## src/hptc_pkg.sv

```systemverilog
`default_nettype none
package hptc_pkg;

  typedef struct packed {
    logic [15:0] raw_humid;
    logic [23:0] raw_press;
    logic [23:0] raw_temp;
  } in_item_t;

  typedef struct packed {
    logic        humid_valid;
    logic [16:0] humid_q10;
    logic        press_div_zero;
    logic        press_valid;
    logic signed [31:0] press_q8;
    logic        temp_valid;
    logic signed [31:0] temp_centi;
  } out_item_t;

  localparam logic [2:0] REG_TEMP       = 3'd0;
  localparam logic [2:0] REG_PRESS_LOW  = 3'd1;
  localparam logic [2:0] REG_PRESS_HIGH = 3'd2;
  localparam logic [2:0] REG_MIXED      = 3'd3;
  localparam logic [2:0] REG_HUMID      = 3'd4;

  localparam logic [23:0] TEMP_OFF_MARK  = 24'h800000;
  localparam logic [23:0] PRESS_OFF_MARK = 24'h800000;
  localparam logic [15:0] HUMID_OFF_MARK = 16'h8000;
  localparam logic [31:0] HUMID_MAX      = 32'd419430400;
  localparam logic [16:0] HUMID_Q10_MAX  = 17'd102400;

endpackage
`default_nettype wire

```

## src/hptc_mul.sv

```systemverilog
`default_nettype none
// 64 x 64 multiplier keeping the low 64 bits, built from one 32 x 32
// multiplier used for three partial products in turn.
module hptc_mul import hptc_pkg::*; (
  input  wire logic        clk,
  input  wire logic        rst,
  input  wire logic        start,
  input  wire logic [63:0] a,
  input  wire logic [63:0] b,
  output logic             done,
  output logic [63:0]      p
);

  logic [63:0] a_r, b_r, prod, acc;
  logic [1:0]  cnt;
  logic        busy;
  logic [31:0] ma, mb;

  always_comb begin
    unique case (cnt)
      2'd0: begin ma = a_r[31:0];  mb = b_r[31:0];  end
      2'd1: begin ma = a_r[31:0];  mb = b_r[63:32]; end
      default: begin ma = a_r[63:32]; mb = b_r[31:0]; end
    endcase
  end

  assign p = acc;

  always_ff @(posedge clk) begin
    done <= !rst && !start && busy && (cnt == 2'd3);
    if (rst) begin
      busy <= 1'b0;
      cnt  <= '0;
    end else if (start) begin
      a_r  <= a;
      b_r  <= b;
      acc  <= '0;
      cnt  <= '0;
      busy <= 1'b1;
    end else if (busy) begin
      prod <= 64'(ma) * 64'(mb);
      if (cnt == 2'd1) begin
        acc <= acc + prod;
      end else if (cnt != 2'd0) begin
        acc <= acc + {prod[31:0], 32'b0};
      end
      cnt <= cnt + 2'd1;
      if (cnt == 2'd3) begin
        busy <= 1'b0;
      end
    end
  end

endmodule
`default_nettype wire

```

## config.mk

```make
export PLATFORM = sky130hd
export DESIGN_NAME = hptc_mul
export DESIGN_NICKNAME = d
export VERILOG_FILES = /design/src/hptc_pkg.sv /design/src/hptc_mul.sv
export SDC_FILE = /design/constraint.sdc
export NUM_CORES = 2
export LEC_CHECK = 0
export BUFFER_PORTS_ARGS = -buffer_cell sky130_fd_sc_hd__buf_2
export CAP_MARGIN = 15
export CORE_UTILIZATION = 50
export CTS_CLUSTER_SIZE = 30
export DETAILED_ROUTE_END_ITERATION = 12
export GPL_ROUTABILITY_DRIVEN = 0
export PLACE_DENSITY = 0.73
export SYNTH_ARGS = -nofsm -noshare
export SYNTH_HDL_FRONTEND = slang
export SYNTH_SLANG_ARGS = --single-unit
```

## constraint.sdc

```tcl
create_clock -name clk -period 11.06 [get_ports clk]
set_clock_uncertainty 0.2 [all_clocks]
set_input_delay 3.318 -clock clk [delete_from_list [all_inputs] [get_ports clk]]
set_output_delay 3.318 -clock clk [all_outputs]
set_load 0.05 [all_outputs]
```

==> impl_metrics.py <==
metrics = {
    "timing": {
        "worstMarginPinSlew_ns": 1.17,
        "max-slew-margin-rel_pct": 20.3,
        "setup_tns_ns": 0,
        "rsz0062_at_grt": "no",
        "min_period_over_period_pct": 92.7,
        "final-hold-violation-count": 0,
        "min_period_ns": 10.26,
        "setup_viol": 0,
        "max_freq_ghz": 0.0975,
        "maxSlewViolCount": 0,
    },
    "critical_path": {
        "crit_type": "reg -> reg",
        "r2r.worst_path.cells": 29,
        "rrSetupSlack_ns": 0.80,
        "cp_common_cell": "fa_1",
        "r2r_start": "cnt[1]$_SDFFE_PP0P_",
        "timing.critical_path.slowest_cell_delay_ns": 0.98,
        "worst-endpoint-arrival_ns": 10.43,
        "end_kind": "flop",
        "path_max_fanout": 33,
        "required_ns": 11.24,
        "r2r-end": "prod[62]$_DFFE_PP_",
        "critPathSlowestCell": "mux2i_2",
        "worst_setup_path_start_kind": "flop",
    },
    "die": {
        "core_area_sq_mm": 0.0933,
        "die-area_sq_mm": 0.0954,
        "die_w_um": 309,
        "die_y_um": 309,
        "start_util_pct": 50.5,
        "rows": 112,
        "io_pins": 196,
    },
    "place": {
        "place_area_sq_mm": 0.0496,
        "portBuffers": 195,
        "dp_hpwl_um": 117000,
    },
    "synth": {
        "syn_avg_cell_area_sq_um": 9.54,
        "synth_largest_area_cell": "fa_1",
        "syn_area_sq_mm": 0.0471,
        "ys_types": 91,
        "seq_area_frac_synth_pct": 16.5,
        "syn_inst": 4936,
        "synth_nets": 6325,
        "synth_area_leaders": "fa_1, edfxtp_1, ha_1",
        "synth_edf_count": 256,
        "async_flop_share_pct": 0,
        "synth_warnings": 0,
        "synth-seq-cells": 260,
        "synthFlopType": "edfxtp_1",
        "netlist.area_leader.share_pct": 38.2,
    },
    "global_route": {
        "grt_pass1_vias": 37536,
        "grt_usage_pct": 30.4,
        "grt_max_degree": 115,
        "grt_pass1_wl_um": 217000,
        "antenna_found_initial": 4,
        "gr-total-overflow": 0,
    },
    "cts": {
        "ctsLongestPathBuffers": 3,
        "hold_buffers": 0,
        "postCtsResizedCells": 0,
        "post_cts_buffers": 0,
        "cts_sinks": 260,
        "clockRootBuffer": "clkbuf_16",
        "cts_tree": "yes",
        "htree_levels": 1,
        "cts_buffers": 31,
        "insertion_delay_ns": 0.65,
        "clk_pin_slew_ns": 0.06,
    },
    "route": {
        "wire_per_inst_um": 22.7,
        "drc": 0,
        "drt_wl_total_um": 143000,
        "vias": 36716,
        "drt_pre_antenna_iters": 8,
        "ant_nets": 0,
        "drtIter0Drc": 3510,
        "viasPerCell": 5.82,
    },
    "finish": {
        "nets": 6420,
        "area_growth_syn_to_layout_pct": 7.66,
        "post-route-cell-area_sq_mm": 0.0507,
        "final_util_pct": 54.3,
        "fillCellCount": 8247,
        "drive_above_1_share_pct": 9.90,
    },
    "job": {
        "cap_violations": 0,
    },
    "worst_hold_path": {
        "hold_end": "cnt[1]$_SDFFE_PP0P_",
        "hold_depth": 2,
        "min_path_type": "reg -> reg",
        "hp-start": "cnt[1]$_SDFFE_PP0P_",
    },
    "outcome": {
        "status": "completed",
    },
}
state kept, by name, summed over array words and instances, names as in the netlist:
| name | count |
|---|---|
| done | 1 |
| busy | 1 |
| p | 64 |
| prod | 64 |
| a_r | 64 |
| cnt | 2 |
| b_r | 64 |
routing by layer:
layer,vias up,global-route usage [%],routed length [um]
met2,2236,48.4,64800
met3,531,7.37,16400
met1,18244,37.9,51500
met4,6,17.7,10500
li1,15699,-,-
met5,-,0,41
cells in the final DEF, fill, tap and decap left out, types with 85 or more instances in the layout:
cell / count
ha_1: 359
edfxtp_1: 256
nand2_1: 519
fa_1: 898
a21o_1: 107
nor2_1: 731
buf_4: 90
buf_2: 195
o21ai_0: 85
a21oi_1: 162
inv_1: 885
critical path: cells and delay by family, from the launching register on:
family | cells | cell delay (ns)
AO/OA/AOI/OAI | 6 | 1.50
multiplexers | 1 | 0.98
flip-flops | 1 | 0.36
buffers and inverters | 7 | 0.96
AND/OR/NAND/NOR | 4 | 0.98
adder cells (fa/ha/maj) | 10 | 4.82
XOR/XNOR | 1 | 0.13
layout make-up:
cell class              instances  area [sq um]  share of cell area (%)
clock buffers                  36           795                    1.57
multi-input cells            3565         35300                    69.6
well taps                    1254          1570                    3.10
clock inverters                18           241                   0.476
repair buffers                288          1720                    3.39
inverters                     885          3320                    6.55
flip-flops and latches        260          7770                    15.3
diodes                          1          2.50                 0.00494
kinds of logic (layout without fill, tap and decap cells):
family / after synthesis / count (layout) / synth area share [%]
xor+xnor: 140 / 140 / 2.60
flops: 260 / 260 / 16.5
compound gates: 563 / 563 / 8.13
other cells: 0 / 1 / 0
simple gates: 1454 / 1454 / 12.6
mux: 150 / 150 / 3.35
buf+inv: 1111 / 1227 / 9.08
fa+ha+maj: 1258 / 1258 / 47.7
through the flow:
| stage | hold slack, ns | setup slack [ns] | std cells |
|---|---|---|---|
| after global routing | 0.423 | 0.456 | 6306 |
| final | 0.386 | 0.804 | 6307 |
| after detailed placement | 0.385 | 1.01 | 6250 |
| after CTS | 0.395 | 1.00 | 6304 |
| after global placement | 0.346 | 1.29 | 6250 |
| after floorplan | 0.311 | 0.968 | 4936 |
how the worst max path moves through the flow:
stage                              startpoint                  to  cells past startpoint
after detailed placement  cnt[1]$_SDFFE_PP0P_  prod[62]$_DFFE_PP_                     29
after floorplan                         start    a_r[0]$_DFFE_PP_                      2
after global routing      cnt[1]$_SDFFE_PP0P_  prod[52]$_DFFE_PP_                     27
after global placement    cnt[1]$_SDFFE_PP0P_  prod[62]$_DFFE_PP_                     26
after CTS                 cnt[1]$_SDFFE_PP0P_  prod[62]$_DFFE_PP_                     29
final                     cnt[1]$_SDFFE_PP0P_  prod[62]$_DFFE_PP_                     29
synthesized netlist by cell type, types with 62 or more instances:
cell type	number
a21oi_1	162
mux2_2	62
edfxtp_1	256
clkbuf_1	185
nand2_1	519
inv_1	885
o21ai_0	85
a21o_1	107
ha_1	360
xnor2_1	83
mux2i_1	88
fa_1	898
nor2_1	733
Power is not shown: default switching activity piles up to over one toggle a cycle in this logic, so the estimate is an artifact.
