==> config.mk <==
export PLATFORM = sky130hd
export DESIGN_NAME = hptc_div
export DESIGN_NICKNAME = d
export VERILOG_FILES = /design/src/hptc_pkg.sv /design/src/hptc_div.sv
export SDC_FILE = /design/constraint.sdc
export NUM_CORES = 1
export LEC_CHECK = 0
export BUFFER_PORTS_ARGS = -buffer_cell sky130_fd_sc_hd__buf_2
export CAP_MARGIN = 25
export CORE_MARGIN = 8
export CORE_UTILIZATION = 65
export CTS_CLUSTER_SIZE = 30
export DETAILED_ROUTE_END_ITERATION = 16
export PLACE_DENSITY = 0.89
export SKIP_LAST_GASP = 1
export SYNTH_ARGS = -nofsm -noshare
export SYNTH_HDL_FRONTEND = slang
export SYNTH_SLANG_ARGS = --single-unit
==> constraint.sdc <==
create_clock -name clk -period 10.75 [get_ports clk]
set_input_delay 0.5375 -clock clk [delete_from_list [all_inputs] [get_ports clk]]
set_output_delay 0.5375 -clock clk [all_outputs]
set_load 0.1 [all_outputs]
==> src/hptc_pkg.sv <==
`default_nettype none
package hptc_pkg;

  typedef struct packed {
    logic [15:0] raw_humid;
    logic [23:0] raw_press;
    logic [23:0] raw_temp;
  } in_item_t;

  typedef struct packed {
    logic        humid_valid;
    logic [16:0] humid_q10;
    logic        press_div_zero;
    logic        press_valid;
    logic signed [31:0] press_q8;
    logic        temp_valid;
    logic signed [31:0] temp_centi;
  } out_item_t;

  localparam logic [2:0] REG_TEMP       = 3'd0;
  localparam logic [2:0] REG_PRESS_LOW  = 3'd1;
  localparam logic [2:0] REG_PRESS_HIGH = 3'd2;
  localparam logic [2:0] REG_MIXED      = 3'd3;
  localparam logic [2:0] REG_HUMID      = 3'd4;

  localparam logic [23:0] TEMP_OFF_MARK  = 24'h800000;
  localparam logic [23:0] PRESS_OFF_MARK = 24'h800000;
  localparam logic [15:0] HUMID_OFF_MARK = 16'h8000;
  localparam logic [31:0] HUMID_MAX      = 32'd419430400;
  localparam logic [16:0] HUMID_Q10_MAX  = 17'd102400;

endpackage
`default_nettype wire

==> src/hptc_div.sv <==
`default_nettype none
// Signed 64-bit division truncating toward zero, one quotient bit a cycle.
module hptc_div import hptc_pkg::*; (
  input  wire logic        clk,
  input  wire logic        rst,
  input  wire logic        start,
  input  wire logic [63:0] num,
  input  wire logic [63:0] den,
  output logic             done,
  output logic [63:0]      quot
);

  logic [63:0] q, r, d;
  logic [5:0]  cnt;
  logic        busy, neg;
  logic [64:0] rs;

  assign rs   = {r, q[63]};
  assign quot = neg ? (64'd0 - q) : q;

  always_ff @(posedge clk) begin
    done <= !rst && !start && busy && (cnt == 6'd63);
    if (rst) begin
      busy <= 1'b0;
      cnt  <= '0;
    end else if (start) begin
      neg  <= num[63] ^ den[63];
      q    <= num[63] ? (64'd0 - num) : num;
      d    <= den[63] ? (64'd0 - den) : den;
      r    <= '0;
      cnt  <= '0;
      busy <= 1'b1;
    end else if (busy) begin
      if (rs >= {1'b0, d}) begin
        r <= 64'(rs - {1'b0, d});
        q <= {q[62:0], 1'b1};
      end else begin
        r <= rs[63:0];
        q <= {q[62:0], 1'b0};
      end
      cnt <= cnt + 6'd1;
      if (cnt == 6'd63) begin
        busy <= 1'b0;
      end
    end
  end

endmodule
`default_nettype wire

==> results of run 1 <==
## worst max-delay path by stage
stage	to	start	depth (start not counted)	slack [ps]
global route	quot[56]	q[10]	11	5080
global placement	quot[56]	q[10]	11	6010
detailed placement	quot[56]	q[10]	11	5900
finish	quot[58]	q[10]	11	5330
CTS	quot[56]	q[10]	11	5330
floorplan	busy	start	4	3900
## cell type report
type,instances,area [µm²]
timing repair buffer,207,1111
clock buffer,33,675.6
fill,1797,6259
antenna,4,10.01
clock inverter,11,163.9
sequential,201,5956
tap,324,405.4
multi-input combinational,1427,9143
inverter,102,382.9
## power by group
group	leakage [nW]	switching (mW)	internal, mW	total (mW)
Sequential	1.90	0.0446	0.953	0.998
Clock	0.408	0.328	0.535	0.863
Combinational	4.64	0.765	0.331	1.10
Total	6.95	1.14	1.82	2.96
## cells in the final DEF, fill, tap and decap left out, drive strengths merged, types with 6 or more instances in the layout
| cell | instances |
|---|---|
| a211oi | 7 |
| a21o | 24 |
| a21oi | 212 |
| and3 | 6 |
| buf | 207 |
| clkbuf | 33 |
| clkinv | 7 |
| dfxtp | 8 |
| edfxtp | 193 |
| ha | 68 |
| inv | 101 |
| nand2 | 233 |
| nand2b | 16 |
| nand3 | 30 |
| nand4 | 38 |
| nor2 | 124 |
| nor2b | 9 |
| nor3 | 27 |
| nor4 | 11 |
| o211ai | 6 |
| o21a | 9 |
| o21ai | 104 |
| o21bai | 20 |
| o31ai | 64 |
| o41ai | 26 |
| or2 | 10 |
| or3 | 47 |
| or4 | 27 |
| xnor2 | 158 |
| xor2 | 84 |
## Yosys cell counts, types with 4 or more instances
cell / n
ha_1: 68
a21oi_1: 212
nand2_1: 233
inv_1: 101
o21bai_1: 20
dfxtp_1: 8
or3_1: 40
a31oi_1: 4
o21ai_0: 101
or3_4: 5
a21boi_0: 5
a21o_1: 24
xnor2_1: 158
or4_1: 21
o22ai_1: 5
a211oi_1: 7
nor2b_1: 9
nand3_1: 30
o211ai_1: 6
and3_1: 6
o41ai_1: 23
xor2_1: 84
o221ai_1: 4
mux2i_1: 4
o21a_1: 9
o31ai_1: 62
or4_4: 5
nor4_1: 9
edfxtp_1: 193
nor3_1: 26
clkbuf_1: 92
or2_2: 8
nor2_1: 124
and4_1: 5
nand2b_1: 16
nand4_1: 37
o2111ai_1: 4
and2_1: 4
## registers in the layout, summed over array words and instances (netlist names)
name,flops
busy,1
done,1
d,64
q,64
r,64
cnt,6
neg,1
## kinds of logic after synthesis
group,after synthesis
DFF,201
xor gates and xnor gates,242
adders and majority gates,69
and+or+nand+nor,595
AOI/OAI and AO/OA,515
buffers and inverters,198
muxes,6
## worst max-delay path: cells and delay by family, from the launching register on
kind,cells,cell delay (ps)
buffers and inverters,1,440
AOI/OAI and AO/OA,1,250
xor gates and xnor gates,1,140
DFF,1,450
and+or+nand+nor,8,3050
## routing by layer
layer,up-vias,part of all wire (%),GRT usage [%]
li1,6889,-,-
met1,6958,39,35.26
met2,668,49,50.54
met3,92,8.5,6.096
met4,6,2.6,9.145
met5,-,0.073,0
==> results.cfg, run 1 <==
[timing]
worstMarginPinSlew_ps = 891.7
layout_setup_ws_ps = 5334
relSlewSlack_pct = 40.55
max_freq_ghz = 0.1846
period_share_pct = 50.38
min_period_ps = 5416
hold_ws_ps = 248.3
fin_skew_ps = 11.71
fin_tns_setup_ps = 0
final_max_slew_viol_count = 0
rsz0062_at_grt = no
finalHoldViolCount = 0
setup-violations-final = 0

[floorplan]
start_util_pct = 65.70
die_y_um = 172.1
die_width_um = 172.1
core_um2 = 24110
ioPinCount = 196
die_area_um2 = 29620
num_rows = 57

[outcome]
outcome = finished, final reports clean

[place]
dp_hpwl_um = 32020
pre_cts_ws_ps = 5901
finalWeightedCongestion = 0.9420
post_dp_cell_area_um2 = 16950
io_buffers = 195
dp.cells = 2259

[critical_path]
crit_required_ps = 10210
crit_chain = or4_1 > nor4_2 > nor2b_1 > nand2_1 > or3_1 > or3_1 > or2_1 > or4_1 > o21ai_0 > xnor2_1 > buf_2
r2r_end = r[5]
rr_worst_depth = 12
critPathLaunchType = flop
cp-end-kind = output pin
r2r-start = r[22]
cp_slowest_cell = or4_1
path_max_fanout = 5
max_stage_delay_ps = 620
r2r_slack_ps = 5960
criticalPathCategory = reg2out
worstPathArrival_ps = 4880

[logic_synthesis]
yosysTopAreaCell = edfxtp_1
synth_top_family_by_area = compound AO/OA/AOI/OAI gates
ys_seq_elements = 201
synth.area.mux_share_pct = 0.3950
ys_seq_area_share_pct = 37.60
syn_nets = 2026
synthCells = 1826
synth_area_leaders = edfxtp_1, xnor2_1, a21oi_1
synth_warnings = 0
synth_flop_cell = edfxtp_1
synth-xor-area-share_pct = 13.38
synthAdderAreaFrac_pct = 5.498
synth_enable_flop_cells = 193
synthArstFlopShare_pct = 0
syn_area_um2 = 15840
syn_avg_cell_area_um2 = 8.673
synth_top_area_share_pct = 36.59
ys_types = 74
synthSimpleGateAreaFrac_pct = 18.33
synth_compound_area_share_pct = 20.02

[power_and_ir_drop]
p_leak_nw = 6.949
p_per_area_nw_per_um2 = 165.7
p_total_mw = 2.957
irDropWorstVdd_mv = 0.1535

[grt]
grt.total_usage_pct = 28.93
grt_pass1_wl_um = 69990
antenna_found_initial = 6
grt_max_degree = 92
gr-total-overflow = 0
grt_pass1_vias = 14050

[hold_path]
whs_path_depth = 1
min_from = den[0]
min_to = d[0]
hold_class = in2reg

[layout]
area_growth_syn_to_layout_pct = 12.69
drive_gt1_share_pct = 14.39
utilization_pct = 74.04
instances_no_fill = 2309
nets = 2163
final_area_um2 = 17850

[clock_tree]
cts_root_buf = clkbuf_16
cts_setup_buffers = 0
clk_path_buf_depth = 3
htree_num_levels = 1
clock_latency_ps = 530
cts.sinks = 201
cts_made_buffers = 24
ctsHoldBuffers = 0
clk_pin_slew_ps = 60
cts_tree = built
cts_resized = 0

[run]
maxCapViolations = 0

[detailed_routing]
viasPerCell = 6.329
wire_per_inst_um = 19.03
antenna_left = 0
dr.pass1.iters = 5
wirelength_um = 43950
drtIter0Drc = 1233
route.detailed.drc = 0
num_vias = 14610
(Power assumes the default switching activity.)
==> run 2, diff against run 1 <==
- CORE_UTILIZATION: 65 -> 60
- PLACE_DENSITY: 0.89 -> 0.83
- clock period: 10.75 -> 5 ns (I/O delays scaled with it)
==> run 2 against run 1 <==
Net effect: sequential share of layout area decreased by 0.11 points; die area is 7.5% higher; register-to-register slack worse by 5000 ps; sequential cell count stayed put; worst hold slack got worse by 220 ps; combinational power increased by 110%; sequential power increased by 110%; via count fell by 3.1%; global-route usage down 3.1 points; first-iteration DRC count is 10% lower; critical endpoint is now quot[62]; largest cell class unchanged; highest routed layer unchanged.
==> results.cfg, run 2 (synthesis results as in run 1) <==
[clock_tree]
cts_setup_buffers = 0
clk_path_buf_depth = 3
htree_num_levels = 1
cts_tree = built
clk_pin_slew_ps = 60
cts_made_buffers = 24
clock_latency_ps = 540
cts.sinks = 201
cts_root_buf = clkbuf_16

[grt]
grt_pass1_vias = 13760
antenna_found_initial = 8
grt.total_usage_pct = 25.86
gr-total-overflow = 0
grtUsageMet1_pct = 31.99
grt_pass1_wl_um = 67830
gr-usage-met2_pct = 44.78
grt_use_met3_pct = 5.948
grt_max_degree = 111
busiest_layer = met2

[layout]
drive_gt1_share_pct = 14.43
area_growth_syn_to_layout_pct = 13.06
nets = 2171
final_common_cell = nand2_1
largestRegisters = d: 64 flops, q: 64 flops, r: 64 flops
final_area_um2 = 17910
layout_common_cells = nand2_1, a21oi_1, edfxtp_1

[critical_path]
path_max_fanout = 5
crit_required_ps = 4750
cp-end-kind = output pin
crit_family = simple AND/OR/NAND/NOR gates
worst_path_most_repeated_cell = or3_1
critPathLaunchType = flop
max_stage_delay_ps = 640
path_buf_inv = 1
crit_chain = or4_1 > nor4_2 > nor2b_2 > nand2_1 > or3_1 > or3_1 > or2_1 > or4_4 > o21ai_1 > xnor2_1 > buf_4
cp_slowest_cell = or4_1
criticalPathCategory = reg2out
worstPathArrival_ps = 4510

[timing]
relSlewSlack_pct = 31.53
finalHoldViolCount = 0
layout_setup_ws_ps = 235.6
min_period_ps = 4764
worstMarginPinSlew_ps = 1027
fin_skew_ps = 25.47
period_share_pct = 95.29
rsz0062_at_grt = no
final_max_slew_viol_count = 0
fin_tns_setup_ps = 0
setup-violations-final = 0
max_freq_ghz = 0.2099

[place]
pre_cts_ws_ps = 494.5
finalWeightedCongestion = 0.9742
dp_hpwl_um = 31990
post_dp_cell_area_um2 = 17020
io_buffers = 195

[detailed_routing]
wire_per_inst_um = 18.22
antenna_left = 0
num_vias = 14150
drtIter0Drc = 1109
viasPerCell = 6.087
dr.pass1.iters = 7
wirelength_um = 42360
route.detailed.drc = 0

[floorplan]
die_width_um = 178.5
die_y_um = 178.5
die_area_um2 = 31850
core_um2 = 25980
ioPinCount = 196
num_rows = 59
start_util_pct = 60.95

[power_and_ir_drop]
p_leak_nw = 6.964
irDropWorstVdd_mv = 0.3384
p_per_area_nw_per_um2 = 347.6

[run]
maxCapViolations = 0

[outcome]
outcome = finished, final reports clean

[hold_path]
hold_class = in2reg
==> run 2: changes by cell type in the layout (fill, tap and decap cells not counted), sizes merged <==
cell | previous run | this run
clkbuf | 33 | 38
buf | 207 | 211
dlygate4sd3 | 0 | 4
diode | 4 | 1
bufinv | 4 | 2
clkinv | 7 | 5
clkinvlp | 1 | 0
==> run 2: per-stage QoR <==
stage / cells / utilization (%) / hold WS (ps) / power, mW
global route: 2324 / 68.90 / 32.28 / 6.523
floorplan: 1826 / - / 348.9 / 3.972
finish: 2325 / 68.91 / 23.96 / 6.223
detailed placement: 2275 / 65.49 / 479.4 / 4.480
CTS: 2323 / 68.70 / 2.367 / 6.233
global placement: 2274 / 65.41 / 470.9 / 4.438
==> run 2: worst paths after layout <==
| kind | endpoint | slack, ps | from | cells after the start |
|---|---|---|---|---|
| worst max-delay path | quot[62] | 240 | q[10] | 11 |
| worst min-delay path | d[62] | 20 | den[62] | 2 |
| worst max register to register | r[61] | 950 | r[22] | 12 |
| worst min register to register | cnt[5] | 490 | cnt[5] | 2 |
==> run 2: routing by layer <==
layer	part of all wire [%]	up-vias	routed length [µm]
li1	-	6916	-
met1	41	6624	17390
met2	49	511	20630
met3	7.5	86	3198
met4	2.5	16	1055
met5	0.22	-	94
==> run 2: cell type report <==
cell class	instances	area, µm²
repair buffers	215	1201
diodes	1	2.502
inverters	102	382.9
multi-input cells	1427	9159
clock inverters	6	102.6
well taps	335	419.2
flip-flops and latches	201	5956
clock buffers	38	683.2
fillers	2089	8079
==> run 2: what timing repair did <==
item | in CTS | in global routing
hold buffers | 4 | 0
resized for setup | 4 | 7
endpoints found under the setup margin | 4 | 8
endpoints found under the hold margin | 4 | 0
==> run 2: worst reg2reg max path: cells and delay by family, from the launching register on <==
family                   cells  cell delay, ps
buffers and inverters        2             820
AO/OA/AOI/OAI                6            1430
AND/OR/NAND/NOR              3             640
flip-flops                   1             390
adder cells (fa/ha/maj)      1             520
==> run 2: power by group <==
part           internal, mW  switching (mW)  total [mW]
Combinational         0.720            1.62        2.34
Sequential             2.05          0.0936        2.14
Clock                  1.04           0.694        1.74
==> run 3, diff against run 2 <==
- BUFFER_PORTS_ARGS: -buffer_cell sky130_fd_sc_hd__buf_2 -> -buffer_cell sky130_fd_sc_hd__clkbuf_2
- CORE_MARGIN: 8 -> 2
==> run 3 against run 2 <==
Net effect: via count shrank 0.52%; non-clock buffer count shrank 5; core utilization fell by 0.31 points; global-route usage is 2.8 points higher; design area shrank 0.45%; combinational power is essentially flat; worst hold slack worse by 3.3 ps; wire length is 3.1% lower; register-to-register slack lost 170 ps; clock-buffer cell count decreased by 10; clock power decreased by 3%.
==> results.cfg, run 3 (synthesis results as in run 1) <==
[timing]
fin_tns_setup_ps = 0
min_period_ps = 4730
max_freq_ghz = 0.2114
worstMarginPinSlew_ps = 1025
setup-violations-final = 0
rsz0062_at_grt = no
final_max_slew_viol_count = 0
relSlewSlack_pct = 31.66
hold_ws_ps = 20.64
period_share_pct = 94.59
finalHoldViolCount = 0
fin_skew_ps = 15.94

[clock_tree]
cts_tree = built
cts.sinks = 201
clk_path_buf_depth = 3
clk_pin_slew_ps = 60
cts_made_buffers = 24
cts_root_buf = clkbuf_16
htree_num_levels = 1
cts_setup_buffers = 0
clock_latency_ps = 540

[layout]
drive_gt1_share_pct = 14.42
layout_common_cells = nand2_1, a21oi_1, edfxtp_1
utilization_pct = 68.60
nets = 2166
largestRegisters = d: 64 flops, q: 64 flops, r: 64 flops
final_area_um2 = 17820
diodes = 0
final_common_cell = nand2_1
area_growth_syn_to_layout_pct = 12.55

[grt]
grt.total_usage_pct = 28.66
grt_pass1_vias = 13570
gr-total-overflow = 0
antenna_found_initial = 1
grt_max_degree = 112
grt_pass1_wl_um = 66470

[place]
io_buffers = 195
finalWeightedCongestion = 0.9364
dp_hpwl_um = 30680
post_dp_cell_area_um2 = 17040

[detailed_routing]
dr.pass1.iters = 5
viasPerCell = 6.074
num_vias = 14080
antenna_left = 0
route.detailed.drc = 0
wire_per_inst_um = 17.72
wirelength_um = 41070
drtIter0Drc = 1051

[critical_path]
crit_chain = or3_1 > or4_1 > inv_1 > nand3_1 > or3_1 > or3_1 > nor2_1 > nand2_1 > o31ai_1 > xnor2_1 > clkbuf_2
worst_path_most_repeated_cell = or3_1
worstPathArrival_ps = 4480
path_max_fanout = 5
max_stage_delay_ps = 600
critPathLaunchType = flop
r2r_end = r[61]
crit_family = simple AND/OR/NAND/NOR gates
rr_worst_depth = 12
r2r-start = r[22]
cp_slowest_cell = or4_1
criticalPathCategory = reg2out
crit_required_ps = 4750
r2r_slack_ps = 780
path_buf_inv = 2
cp-end-kind = output pin
cp.depth = 11

[hold_path]
whs_path_depth = 2
min_to = d[50]
hold_class = in2reg
min_from = den[50]

[power_and_ir_drop]
p_leak_nw = 6.976
p_per_area_nw_per_um2 = 346.3
irDropWorstVdd_mv = 0.2900

[floorplan]
ioPinCount = 196
core_um2 = 25980
die_area_um2 = 27710
start_util_pct = 60.95
die_y_um = 166.5
die_width_um = 166.5
num_rows = 59

[run]
maxCapViolations = 0

[outcome]
outcome = finished, final reports clean
## run 3: changes by cell type in the layout (fill, tap and decap cells not counted), moves of 2 or more
cell / before / now
clkinv_1: 3 / 7
buf_2: 190 / 0
clkbuf_1: 11 / 4
clkbuf_8: 3 / 0
buf_6: 2 / 4
clkbuf_2: 0 / 190
dlygate4sd3_1: 4 / 1
buf_4: 16 / 12
clkinv_2: 1 / 5
## run 3: repair_timing
action	CTS	global route
resized for setup	3	9
endpoints found under the hold margin	1	0
hold buffers	1	0
endpoints found under the setup margin	3	5
## run 3: worst max path at each step
stage | startpoint | end | slack [ps]
finish | q[5] | quot[63] | 270
global route | q[10] | quot[58] | 20
CTS | q[19] | quot[58] | 30
detailed placement | q[19] | quot[58] | 490
global placement | q[20] | quot[58] | 600
floorplan | busy | q[0] | 620
## run 3: through the flow
step           power [mW]  setup slack [ps]  cells
5_1_grt             6.464             15.70   2318
6_report            6.173             270.3   2318
2_1_floorplan       3.972             621.2   1826
3_3_place_gp        4.427             602.1   2272
3_5_place_dp        4.472             489.1   2274
4_1_cts             6.167             28.82   2318
## run 3: final cells by class
type / count / area (µm²)
inverter: 102 / 382.9
clock buffer: 28 / 615.6
fill: 2090 / 8160
tap: 335 / 419.2
sequential: 201 / 5956
timing repair buffer: 210 / 1164
multi-input combinational: 1427 / 9155
clock inverter: 15 / 132.6
## run 3: worst reg2reg max path, cell delays in order (launching register included)
cell and delay (ps):
edfxtp_1 390, ha_1 510, nand4_1 230, nor3_1 350, o211ai_1 150, a41oi_1 430
o211ai_1 210, a21oi_1 310, o21a_2 210, clkinv_1 500, buf_4 440, a2bb2oi_1 170
nor2_1 50
## run 3: layer usage
metal	part of all wire, %	routed length (µm)	global-route usage (%)	vias to the layer above
li1	-	-	-	6889
met1	42	17270	36.95	6623
met2	49	19940	50.04	505
met3	7.2	2966	5.299	63
met4	2.2	890	7.046	0
met5	0	0	0	-
## run 3: report_power, final
part	internal, mW	switching (mW)	leakage (nW)
Clock	0.982	0.702	0.369
Sequential	2.05	0.0960	1.90
Combinational	0.717	1.63	4.70
Total	3.75	2.42	6.98
